## src/rtl/png_pkg.sv

```systemverilog
// Shared types, constants and coefficient table of the pink noise generator.
package png_pkg;

    localparam int TAP_W   = 40;   // filter state, 30 fraction bits
    localparam int SUM_W   = 44;   // weighted sum before clamping
    localparam int OPA_W   = 33;   // multiplier operand A
    localparam int K_W     = 25;   // coefficient, 24 fraction bits
    localparam int PROD_W  = OPA_W + K_W;
    localparam int ACC_W   = 66;   // holds a full tap times coefficient product
    localparam int SPLIT   = 20;   // wide operands are split at this bit
    localparam int FB_W    = ACC_W - 24;
    localparam int WT_W    = PROD_W - 25;
    localparam int OUT_W   = 24;
    localparam int N_TAPS  = 7;

    localparam logic [2:0]  TAP_SUB  = 3'd5;   // filter whose input term is subtracted
    localparam logic [2:0]  TAP_DLY  = 3'd6;   // delayed tap
    localparam logic [2:0]  TAP_LAST = 3'd5;   // last one-pole filter
    localparam logic [31:0] SEED_RST = 32'd12648430;

    typedef enum logic [1:0] {
        ST_IDLE,
        ST_TAP,
        ST_FIN
    } t_state;

    typedef enum logic [2:0] {
        MS_TAP_LO,
        MS_TAP_HI,
        MS_W,
        MS_SUM_LO,
        MS_SUM_HI
    } t_mul_sel;

    typedef enum logic [1:0] {
        ACC_HOLD,
        ACC_LOAD,
        ACC_ADD_HI
    } t_acc_op;

    typedef enum logic [2:0] {
        SUM_HOLD,
        SUM_NEW,
        SUM_DELAY,
        SUM_WT,
        SUM_CLAMP
    } t_sum_op;

    typedef enum logic [3:0] {
        C_POLE0, C_POLE1, C_POLE2, C_POLE3, C_POLE4, C_POLE5,
        C_GAIN0, C_GAIN1, C_GAIN2, C_GAIN3, C_GAIN4, C_GAIN5,
        C_DIRECT,
        C_DELAY,
        C_OUT
    } t_coef;

    typedef struct packed {
        logic     load;
        t_mul_sel mul_sel;
        t_coef    coef;
        logic [2:0] idx;
        t_acc_op  acc_op;
        logic     rnd;
        logic     tap_wr;
        logic     dly_wr;
        t_sum_op  sum_op;
        logic     out_ld;
    } t_cmd;

    typedef struct packed {
        logic out_free;
    } t_sts;

    function automatic logic signed [K_W-1:0] coef_value(input t_coef c);
        logic signed [K_W-1:0] v;
        case (c)
            C_POLE0:  v = 25'sd16758090;
            C_POLE1:  v = 25'sd16665144;
            C_POLE2:  v = 25'sd16257122;
            C_POLE3:  v = 25'sd14537458;
            C_POLE4:  v = 25'sd9227469;
            C_POLE5:  v = -25'sd12777528;
            C_GAIN0:  v = 25'sd931436;
            C_GAIN1:  v = 25'sd1259565;
            C_GAIN2:  v = 25'sd2581208;
            C_GAIN3:  v = 25'sd5209084;
            C_GAIN4:  v = 25'sd8941454;
            C_GAIN5:  v = 25'sd283501;
            C_DIRECT: v = 25'sd8995943;
            C_DELAY:  v = 25'sd1944916;
            C_OUT:    v = 25'sd1845494;
            default:  v = '0;
        endcase
        return v;
    endfunction

endpackage

```

## src/rtl/png_ctrl.sv

```systemverilog
// Sequencer that steps the shared multiplier datapath through one sample.
module png_ctrl
    import png_pkg::*;
(
    input  logic i_clk,
    input  logic i_rst_n,
    input  logic i_in_valid,
    output logic o_in_stall,
    input  t_sts i_sts,
    output t_cmd o_cmd
);

    t_state     r_state, n_state;
    logic [2:0] r_tap, n_tap;
    logic [2:0] r_step, n_step;

    always_ff @(posedge i_clk) begin
        if (!i_rst_n) begin
            r_state <= ST_IDLE;
            r_tap   <= '0;
            r_step  <= '0;
        end else begin
            r_state <= n_state;
            r_tap   <= n_tap;
            r_step  <= n_step;
        end
    end

    always_comb begin
        n_state    = r_state;
        n_tap      = r_tap;
        n_step     = r_step;
        o_in_stall = 1'b1;
        o_cmd      = '0;
        o_cmd.idx  = r_tap;

        case (r_state)
            ST_IDLE: begin
                o_in_stall = 1'b0;
                if (i_in_valid) begin
                    o_cmd.load = 1'b1;
                    n_state    = ST_TAP;
                    n_tap      = '0;
                    n_step     = '0;
                end
            end

            ST_TAP: begin
                // Five steps per filter: two half products of the pole term,
                // the input term, rounding, then the saturated write back.
                case (r_step)
                    3'd0: begin
                        o_cmd.mul_sel = MS_TAP_LO;
                        o_cmd.coef    = t_coef'({1'b0, r_tap});
                        o_cmd.sum_op  = SUM_NEW;
                    end
                    3'd1: begin
                        o_cmd.mul_sel = MS_TAP_HI;
                        o_cmd.coef    = t_coef'({1'b0, r_tap});
                        o_cmd.acc_op  = ACC_LOAD;
                    end
                    3'd2: begin
                        o_cmd.mul_sel = MS_W;
                        o_cmd.coef    = t_coef'({1'b0, r_tap} + C_GAIN0);
                        o_cmd.acc_op  = ACC_ADD_HI;
                    end
                    3'd3: begin
                        o_cmd.rnd = 1'b1;
                    end
                    3'd4: begin
                        o_cmd.tap_wr = 1'b1;
                    end
                    default: begin
                        o_cmd.rnd = 1'b0;
                    end
                endcase
                if (r_step == 3'd4) begin
                    n_step = '0;
                    if (r_tap == TAP_LAST) begin
                        n_state = ST_FIN;
                    end else begin
                        n_tap = r_tap + 3'd1;
                    end
                end else begin
                    n_step = r_step + 3'd1;
                end
            end

            ST_FIN: begin
                n_step = r_step + 3'd1;
                case (r_step)
                    3'd0: begin
                        o_cmd.mul_sel = MS_W;
                        o_cmd.coef    = C_DIRECT;
                        o_cmd.sum_op  = SUM_NEW;
                    end
                    3'd1: begin
                        o_cmd.mul_sel = MS_W;
                        o_cmd.coef    = C_DELAY;
                        o_cmd.rnd     = 1'b1;
                        o_cmd.sum_op  = SUM_DELAY;
                    end
                    3'd2: begin
                        o_cmd.rnd    = 1'b1;
                        o_cmd.sum_op = SUM_WT;
                    end
                    3'd3: begin
                        o_cmd.dly_wr = 1'b1;
                        o_cmd.sum_op = SUM_CLAMP;
                    end
                    3'd4: begin
                        o_cmd.mul_sel = MS_SUM_LO;
                        o_cmd.coef    = C_OUT;
                    end
                    3'd5: begin
                        o_cmd.mul_sel = MS_SUM_HI;
                        o_cmd.coef    = C_OUT;
                        o_cmd.acc_op  = ACC_LOAD;
                    end
                    3'd6: begin
                        o_cmd.acc_op = ACC_ADD_HI;
                    end
                    3'd7: begin
                        // Wait here until the output register can take the sample.
                        n_step = r_step;
                        if (i_sts.out_free) begin
                            o_cmd.out_ld = 1'b1;
                            n_state      = ST_IDLE;
                            n_step       = '0;
                        end
                    end
                    default: begin
                        n_step = '0;
                    end
                endcase
            end

            default: begin
                n_state = ST_IDLE;
            end
        endcase
    end

endmodule

```

## src/rtl/png_dp.sv

```systemverilog
// Datapath: generator, filter taps, shared multiplier, accumulator and output register.
module png_dp
    import png_pkg::*;
(
    input  logic                    i_clk,
    input  logic                    i_rst_n,
    input  logic                    i_cfg_valid,
    input  logic [31:0]             i_cfg_seed,
    input  logic                    i_start_new,
    input  t_cmd                    i_cmd,
    output t_sts                    o_sts,
    input  logic                    i_out_stall,
    output logic                    o_out_valid,
    output logic signed [OUT_W-1:0] o_sample,
    output logic                    o_clipped
);

    logic [31:0]               r_seed;
    logic [31:0]               r_rng;
    logic signed [31:0]        r_w;
    logic signed [TAP_W-1:0]   r_taps [N_TAPS];
    logic signed [PROD_W-1:0]  r_prod;
    logic signed [ACC_W-1:0]   r_acc, n_acc;
    logic signed [FB_W-1:0]    r_fb;
    logic signed [WT_W-1:0]    r_wt;
    logic signed [TAP_W-1:0]   r_new;
    logic signed [SUM_W-1:0]   r_sum, n_sum;
    logic                      r_out_valid;
    logic signed [OUT_W-1:0]   r_sample;
    logic                      r_clipped;

    logic [31:0]               s0, x1, x2, x3;
    logic signed [TAP_W-1:0]   tap_sel;
    logic signed [OPA_W-1:0]   op_a;
    logic signed [K_W-1:0]     op_k;
    logic signed [PROD_W-1:0]  mul;
    logic signed [ACC_W-1:0]   fb_full, y_full;
    logic signed [PROD_W-1:0]  wt_full;
    logic signed [TAP_W+2:0]   tap_sum;
    logic signed [TAP_W-1:0]   tap_sat;
    logic signed [34:0]        y;
    logic                      y_fits;

    // Generator: a start reloads from the seed, with zero replaced by one.
    always_comb begin
        if (i_start_new) begin
            s0 = (r_seed == 32'd0) ? 32'd1 : r_seed;
        end else begin
            s0 = r_rng;
        end
        x1 = s0 ^ (s0 << 13);
        x2 = x1 ^ (x1 >> 17);
        x3 = x2 ^ (x2 << 5);
    end

    assign tap_sel = r_taps[i_cmd.idx];
    assign op_k    = coef_value(i_cmd.coef);

    always_comb begin
        case (i_cmd.mul_sel)
            MS_TAP_LO: op_a = {{(OPA_W-SPLIT){1'b0}}, tap_sel[SPLIT-1:0]};
            MS_TAP_HI: op_a = {{(OPA_W-SPLIT){tap_sel[TAP_W-1]}}, tap_sel[TAP_W-1:SPLIT]};
            MS_W:      op_a = {r_w[31], r_w};
            MS_SUM_LO: op_a = {{(OPA_W-SPLIT){1'b0}}, r_sum[SPLIT-1:0]};
            MS_SUM_HI: op_a = {{(OPA_W-SPLIT){r_sum[TAP_W-1]}}, r_sum[TAP_W-1:SPLIT]};
            default:   op_a = '0;
        endcase
    end

    assign mul = op_a * op_k;

    always_comb begin
        case (i_cmd.acc_op)
            ACC_LOAD:   n_acc = {{(ACC_W-PROD_W){r_prod[PROD_W-1]}}, r_prod};
            ACC_ADD_HI: n_acc = r_acc + {r_prod[ACC_W-SPLIT-1:0], {SPLIT{1'b0}}};
            default:    n_acc = r_acc;
        endcase
    end

    // Round half up by adding half an output step before the floor shift.
    assign fb_full = r_acc + (ACC_W'(1) << 23);
    assign wt_full = r_prod + (PROD_W'(1) << 24);

    always_comb begin
        if (i_cmd.idx == TAP_SUB) begin
            tap_sum = {r_fb[FB_W-1], r_fb} - {{(TAP_W+3-WT_W){r_wt[WT_W-1]}}, r_wt};
        end else begin
            tap_sum = {r_fb[FB_W-1], r_fb} + {{(TAP_W+3-WT_W){r_wt[WT_W-1]}}, r_wt};
        end
        if (tap_sum[TAP_W+2:TAP_W-1] == '0 || tap_sum[TAP_W+2:TAP_W-1] == '1) begin
            tap_sat = tap_sum[TAP_W-1:0];
        end else if (tap_sum[TAP_W+2]) begin
            tap_sat = {1'b1, {(TAP_W-1){1'b0}}};
        end else begin
            tap_sat = {1'b0, {(TAP_W-1){1'b1}}};
        end
    end

    always_comb begin
        case (i_cmd.sum_op)
            SUM_NEW:   n_sum = r_sum + {{(SUM_W-TAP_W){r_new[TAP_W-1]}}, r_new};
            SUM_DELAY: n_sum = r_sum + {{(SUM_W-TAP_W){r_taps[TAP_DLY][TAP_W-1]}},
                                        r_taps[TAP_DLY]};
            SUM_WT:    n_sum = r_sum + {{(SUM_W-WT_W){r_wt[WT_W-1]}}, r_wt};
            SUM_CLAMP: begin
                if (r_sum[SUM_W-1:35] == '0 || r_sum[SUM_W-1:35] == '1) begin
                    n_sum = r_sum;
                end else if (r_sum[SUM_W-1]) begin
                    n_sum = {{(SUM_W-35){1'b1}}, 35'd0};
                end else begin
                    n_sum = {{(SUM_W-35){1'b0}}, {35{1'b1}}};
                end
            end
            default:   n_sum = r_sum;
        endcase
    end

    assign y_full = r_acc + (ACC_W'(1) << 30);
    assign y      = y_full[65:31];
    assign y_fits = (y[34:OUT_W-1] == '0) || (y[34:OUT_W-1] == '1);

    always_ff @(posedge i_clk) begin
        if (!i_rst_n) begin
            r_seed <= SEED_RST;
        end else if (i_cfg_valid) begin
            r_seed <= i_cfg_seed;
        end
    end

    always_ff @(posedge i_clk) begin
        if (!i_rst_n) begin
            r_rng <= SEED_RST;
        end else if (i_cmd.load) begin
            r_rng <= x3;
        end
    end

    always_ff @(posedge i_clk) begin
        if (!i_rst_n) begin
            for (int i = 0; i < N_TAPS; i++) begin
                r_taps[i] <= '0;
            end
        end else if (i_cmd.load && i_start_new) begin
            for (int i = 0; i < N_TAPS; i++) begin
                r_taps[i] <= '0;
            end
        end else begin
            if (i_cmd.tap_wr) begin
                r_taps[i_cmd.idx] <= tap_sat;
            end
            if (i_cmd.dly_wr) begin
                r_taps[TAP_DLY] <= {{(TAP_W-WT_W){r_wt[WT_W-1]}}, r_wt};
            end
        end
    end

    always_ff @(posedge i_clk) begin
        r_prod <= mul;
        r_acc  <= n_acc;
        if (i_cmd.load) begin
            r_w   <= {~x3[31], x3[30:0]};
            r_sum <= '0;
            r_new <= '0;
        end else begin
            r_sum <= n_sum;
            if (i_cmd.tap_wr) begin
                r_new <= tap_sat;
            end
        end
        if (i_cmd.rnd) begin
            r_fb <= fb_full[ACC_W-1:24];
            r_wt <= wt_full[PROD_W-1:25];
        end
    end

    always_ff @(posedge i_clk) begin
        if (!i_rst_n) begin
            r_out_valid <= 1'b0;
        end else if (i_cmd.out_ld) begin
            r_out_valid <= 1'b1;
        end else if (!i_out_stall) begin
            r_out_valid <= 1'b0;
        end
    end

    always_ff @(posedge i_clk) begin
        if (i_cmd.out_ld) begin
            r_clipped <= !y_fits;
            if (y_fits) begin
                r_sample <= y[OUT_W-1:0];
            end else if (y[34]) begin
                r_sample <= {1'b1, {(OUT_W-1){1'b0}}};
            end else begin
                r_sample <= {1'b0, {(OUT_W-1){1'b1}}};
            end
        end
    end

    assign o_sts.out_free = !r_out_valid || !i_out_stall;
    assign o_out_valid    = r_out_valid;
    assign o_sample       = r_sample;
    assign o_clipped      = r_clipped;

endmodule

```

## src/rtl/pink_noise_generator_unit.sv

```systemverilog
// Top level of the pink noise generator: sequencer plus shared-multiplier datapath.
//
//   Channel   Direction  Handshake                     Payload
//   -------   ---------  ----------------------------  --------------------------
//   in        input      i_in_valid / o_in_stall       i_start_new
//   out       output     o_out_valid / i_out_stall     o_sample, o_clipped
//   cfg       input      i_cfg_valid / o_cfg_ready     i_cfg_seed
//
// An item is taken in the idle state; the sequencer then runs the six filters and forms
// the direct, delayed and output terms, and only after the result is loaded into the
// output register does it return to idle and take the next item. The single 33 x 25 bit
// multiplier is shared by all terms; it makes 22 passes for the 15 coefficient products,
// since each 40-bit filter tap and the clamped sum go through it as two 20-bit halves.
// Reset is synchronous and active low; it loads the reset seed into the
// generator, clears all filter taps and empties the output register.
// A stalled output holds only the final write of the next result; a new item
// is taken while an earlier result still waits in the output register.
module pink_noise_generator_unit
    import png_pkg::*;
(
    input  logic                    i_clk,
    input  logic                    i_rst_n,
    input  logic                    i_in_valid,
    output logic                    o_in_stall,
    input  logic                    i_start_new,
    output logic                    o_out_valid,
    input  logic                    i_out_stall,
    output logic signed [OUT_W-1:0] o_sample,
    output logic                    o_clipped,
    input  logic                    i_cfg_valid,
    output logic                    o_cfg_ready,
    input  logic [31:0]             i_cfg_seed
);

    t_cmd w_cmd;
    t_sts w_sts;

    // The seed register is always free to be written; it only takes effect
    // when an item with the start flag reloads the generator.
    assign o_cfg_ready = 1'b1;

    // The sequencer walks each filter through five steps (two half products
    // of the pole term, the input term, rounding, saturated write back) and
    // then forms the direct and delayed terms and the scaled output.
    png_ctrl u_ctrl (
        .i_clk      (i_clk),
        .i_rst_n    (i_rst_n),
        .i_in_valid (i_in_valid),
        .o_in_stall (o_in_stall),
        .i_sts      (w_sts),
        .o_cmd      (w_cmd)
    );

    png_dp u_dp (
        .i_clk       (i_clk),
        .i_rst_n     (i_rst_n),
        .i_cfg_valid (i_cfg_valid),
        .i_cfg_seed  (i_cfg_seed),
        .i_start_new (i_start_new),
        .i_cmd       (w_cmd),
        .o_sts       (w_sts),
        .i_out_stall (i_out_stall),
        .o_out_valid (o_out_valid),
        .o_sample    (o_sample),
        .o_clipped   (o_clipped)
    );

    // Once an item is taken the block is busy on the following cycle.
    a_busy_after_accept: assert property (
        @(posedge i_clk) disable iff (!i_rst_n)
        (i_in_valid && !o_in_stall) |=> o_in_stall
    ) else $error("input not stalled after an item was accepted");

    // A result is never written over one that is still waiting.
    a_no_overwrite: assert property (
        @(posedge i_clk) disable iff (!i_rst_n)
        w_cmd.out_ld |-> !(o_out_valid && i_out_stall)
    ) else $error("output register loaded while holding a stalled result");

    // The output only turns valid as a result of a load from the sequencer.
    a_valid_from_load: assert property (
        @(posedge i_clk) disable iff (!i_rst_n)
        $rose(o_out_valid) |-> $past(w_cmd.out_ld)
    ) else $error("output valid rose without a load command");

endmodule

```

## config.mk

```make
export PLATFORM = sky130hd
export DESIGN_NAME = pink_noise_generator_unit
export DESIGN_NICKNAME = d
export VERILOG_FILES = /design/src/rtl/png_pkg.sv /design/src/rtl/png_ctrl.sv /design/src/rtl/png_dp.sv /design/src/rtl/pink_noise_generator_unit.sv
export SDC_FILE = /design/constraint.sdc
export NUM_CORES = 2
export LEC_CHECK = 0
export BUFFER_PORTS_ARGS = -buffer_cell sky130_fd_sc_hd__buf_4
export CORE_MARGIN = 2
export CORE_UTILIZATION = 60
export CTS_CLUSTER_SIZE = 24
export DETAILED_ROUTE_END_ITERATION = 16
export PLACE_DENSITY = 0.76
export SYNTH_ARGS = -nofsm -noshare
export SYNTH_HDL_FRONTEND = slang
export SYNTH_SLANG_ARGS = --single-unit
```

## constraint.sdc

```tcl
create_clock -name i_clk -period 12 [get_ports i_clk]
set_input_delay 0.6 -clock i_clk [delete_from_list [all_inputs] [get_ports i_clk]]
set_output_delay 0.6 -clock i_clk [all_outputs]
set_load 0.02 [all_outputs]
```

==> run summary <==
================================================================================
Status                                                                 completed
Kind of capture point of the worst setup path                               flop
Mean instance size in the synthesized netlist                          9.52 um^2
Least-Margin Pin Slew                                                    1.36 ns
Via count                                                                  54900
Chip width                                                                343 um
Critical path required time                                             12.56 ns
Final Routed Wirelength                                                   224 mm
Filler cell count in the final layout                                       9166
Max-Cap Viols                                                                  0
Clock slew at reported path FFs                                          0.06 ns
Total Die Area                                                       118000 um^2
Seq cells post-synth                                                         716
Remaining antenna violation count after routing                                0
Pin count of the biggest net entering global routing                          81
Post-synth EDFFs                                                             498
Number of buffers inserted to repair setup after CTS                           0
Setup TNS                                                                   0 ns
GR met3 Demand/Resource                                                    11.9%
Level count of the clock H-tree                                                3
Hold WC Path Type                                                      in -> reg
Power Internal                                                           8.19 mW
Final Hold Violating Endpoints                                                 0
P_leak                                                                   32.9 nW
Part of the power in combinational logic                                   64.3%
Global route overflow                                                          0
HPWL reported at the end of detailed placement                            168 mm
Final count of negative-setup-slack endpoints                                  0
Wire length of the first global-routing pass                              335 mm
CTS Buf Count                                                                 80
Cell variety after synth                                                      93
Met2 Usage GRT                                                             56.9%
Clock latency reported for the late side of the worst-skew pair          0.68 ns
Delay of the slowest cell on the worst path                              1.00 ns
Prevailing post-synth register cell                                 sky130_fd_sc_hd__edfxtp_1
Relative contribution of sequential cells to total power                   20.5%
Clock power share                                                          15.3%
Net Count, Synth                                                            8444
Startpoint type of the worst setup path                                     flop
Iteration-0 DRC count of the detailed router                                6045
Detailed-router iteration count before antenna repair                          8
Area growth from synthesis to layout                                       7.02%
Most used cell, CP                                                  sky130_fd_sc_hd__fa_1
Data arrival time at the worst-slack endpoint                           11.74 ns
Worst hold margin                                                       0.155 ns
Worst-case headroom to the max-slew limit                                  9.12%
Cell area after technology mapping                                    69100 um^2
Vertical die dimension                                                    343 um
Initial core utilization                                                   60.5%
CTS tree                                                                    done
Layer with the highest usage after global routing                           met2
# IOs                                                                         66
Sequential area share after synthesis                                      28.0%
Input/output buffers                                                          64
Achievable clock frequency                                            0.0894 GHz
Async S/R FF share, synth                                                     0%
Synth warnings                                                                 0
Hold buffer count at cts                                                       0
Average wire per cell in the routed design                               25.6 um
Number of clock sinks seen by CTS                                            716
GPL Wtd Cong                                                                1.01
Final slew viol count                                                          0
Area inside the core boundary                                        114000 um^2
# nets final                                                                8350
Final period util                                                          93.2%
Largest fanout on the critical path                                           18
Slowest library cell on the worst path                              sky130_fd_sc_hd__fa_1
Root buffer cell                                                    sky130_fd_sc_hd__clkbuf_16
Critical path type                                                    reg -> reg
Power density normalized to cell area                                221 nW/um^2
Post-synthesis instance total                                               7258
Vias in the first global route                                             54500
Sw frac                                                                    49.8%
Number of antenna violations at the first check in global routing              4
Cell Rows                                                                    124
Psw                                                                      8.12 mW
Met1 Track Usage GR                                                        50.2%
RSZ-0062 raised after global routing                                       false
Maximum count of clock buffers along a single path                             3
All-layer global routing usage                                             38.2%
DRC violations left                                                            0
Number of resized instances in the post-cts repair step                        0
Layout cell share with drive strength beyond 1                             7.52%
Mean number of vias per cell                                                6.27
Worst IR drop on VDD                                                      452 uV
Clock period minus final worst setup slack                              11.19 ns
Fin Clk Skew                                                           0.0617 ns
================================================================================
## placed cells by master, fill, tap and decap left out, drive strengths merged, types with 17 or more instances in the layout
master / Yosys / routed
a211oi: 29 / 29
a21o: 141 / 141
a21oi: 322 / 322
a31oi: 45 / 45
and2: 63 / 63
and3: 49 / 49
buf: 63 / 201
clkbuf: 314 / 107
clkinv: 4 / 30
dfxtp: 218 / 218
edfxtp: 498 / 498
fa: 829 / 829
ha: 319 / 319
inv: 963 / 971
mux2: 33 / 33
mux2i: 130 / 130
mux4: 80 / 80
nand2: 873 / 873
nand2b: 48 / 48
nand3: 108 / 108
nand4: 50 / 50
nor2: 824 / 824
nor2b: 48 / 48
nor3: 74 / 74
nor3b: 36 / 36
nor4: 30 / 30
o211ai: 23 / 23
o21a: 26 / 26
o21ai: 331 / 331
o21bai: 29 / 29
o221a: 17 / 17
o221ai: 22 / 22
o22ai: 34 / 34
o31ai: 19 / 19
or3: 23 / 23
xnor2: 255 / 255
xor2: 134 / 134
## cells by family after synthesis
logic type / count (synthesis) / share of synthesized area [%]
simple gates: 2272 / 14.3
buf+inv: 1344 / 7.37
fa+ha+maj: 1148 / 29.8
compound gates: 1145 / 10.5
flops: 716 / 28.0
xor+xnor: 389 / 4.96
mux: 243 / 5.03
other cells: 1 / 0.00543
## state kept, by name, indices dropped and copies added (netlist names), 2 cells and up, named ones only
register and flops:
u_dp.r_prod 58, u_dp.r_taps 320, u_dp.r_sum 44, u_ctrl.r_state 2, u_ctrl.r_tap 3, u_dp.r_seed 32
u_dp.r_rng 32, u_dp.r_w 32, u_ctrl.r_step 3, u_dp.o_sample 24, u_dp.r_acc 46, u_dp.r_new 40
u_dp.r_wt 33, u_dp.r_fb 42
## critical path, delay by kind of cell (launching register included)
family | cells | cell delay (ns)
AOI/OAI and AO/OA | 10 | 2.92
xor gates and xnor gates | 1 | 0.15
adders and majority gates | 10 | 5.22
buffers and inverters | 4 | 0.95
and+or+nand+nor | 7 | 1.44
DFF | 1 | 0.35
## cells in the mapped netlist (141+ instances only)
| library cell | count | area share (%) |
|---|---|---|
| sky130_fd_sc_hd__a21o_1 | 141 | 1.5 |
| sky130_fd_sc_hd__fa_1 | 829 | 24 |
| sky130_fd_sc_hd__clkbuf_1 | 314 | 1.7 |
| sky130_fd_sc_hd__xnor2_1 | 255 | 3.2 |
| sky130_fd_sc_hd__a21oi_1 | 321 | 2.3 |
| sky130_fd_sc_hd__o21ai_0 | 279 | 2.0 |
| sky130_fd_sc_hd__nor2_1 | 819 | 4.5 |
| sky130_fd_sc_hd__dfxtp_1 | 218 | 6.3 |
| sky130_fd_sc_hd__inv_1 | 962 | 5.2 |
| sky130_fd_sc_hd__ha_1 | 319 | 5.8 |
| sky130_fd_sc_hd__edfxtp_1 | 498 | 22 |
| sky130_fd_sc_hd__nand2_1 | 873 | 4.7 |
## worst paths after layout
check                                       to  cells past startpoint  slack [ns]                           start
setup reg to reg       u_dp.r_prod[57]$_DFF_P_                     32        0.81  u_ctrl.r_state[1]$_SDFFE_PN0P_
setup / recovery       u_dp.r_prod[57]$_DFF_P_                     32        0.81  u_ctrl.r_state[1]$_SDFFE_PN0P_
hold reg to reg    u_dp.r_new[26]$_SDFFE_PP0P_                      2        0.45     u_dp.r_new[26]$_SDFFE_PP0P_
hold / removal    u_dp.r_seed[12]$_SDFFE_PN1P_                      3        0.15                  i_cfg_seed[12]
## power by group through the flow
| stage | clock network, mW | logic [mW] | registers [mW] |
|---|---|---|---|
| floorplan | 0 | 6.81 | 3.20 |
| global placement | 0 | 10.1 | 3.36 |
| detailed placement | 0 | 10.1 | 3.37 |
| CTS | 2.50 | 10.2 | 3.32 |
| global route | 2.59 | 11.3 | 3.34 |
| finish | 2.49 | 10.5 | 3.34 |
## through the flow
stage,total power [mW],util (%),cell area [um^2],worst slack (ns),std cells
floorplan,10.0,-,69100,2.92,7258
global placement,13.5,62.4,71300,1.39,8594
detailed placement,13.5,62.4,71300,0.969,8594
CTS,16.1,64.7,73900,0.915,8744
global route,17.2,64.7,73900,0.315,8744
finish,16.3,64.7,73900,0.814,8748
## layout make-up
class                   instances  area [um^2]  area share [%]
multi-input cells            5198        44900            60.7
flip-flops and latches        716        19300            26.2
inverters                     967         3630            4.91
clock buffers                 107         2190            2.96
well taps                    1512         1890            2.56
repair buffers                201         1510            2.04
clock inverters                43          457           0.618
diodes                          4         10.0          0.0135
## routing by layer
metal	share of wire [%]	wire length, um	vias up
met5	0.010	23	-
met2	44	97400	3345
met4	6.6	14700	4
li1	-	-	23700
met1	37	82600	27100
met3	13	28900	692
No activity file was read; power rests on OpenSTA's default activity.
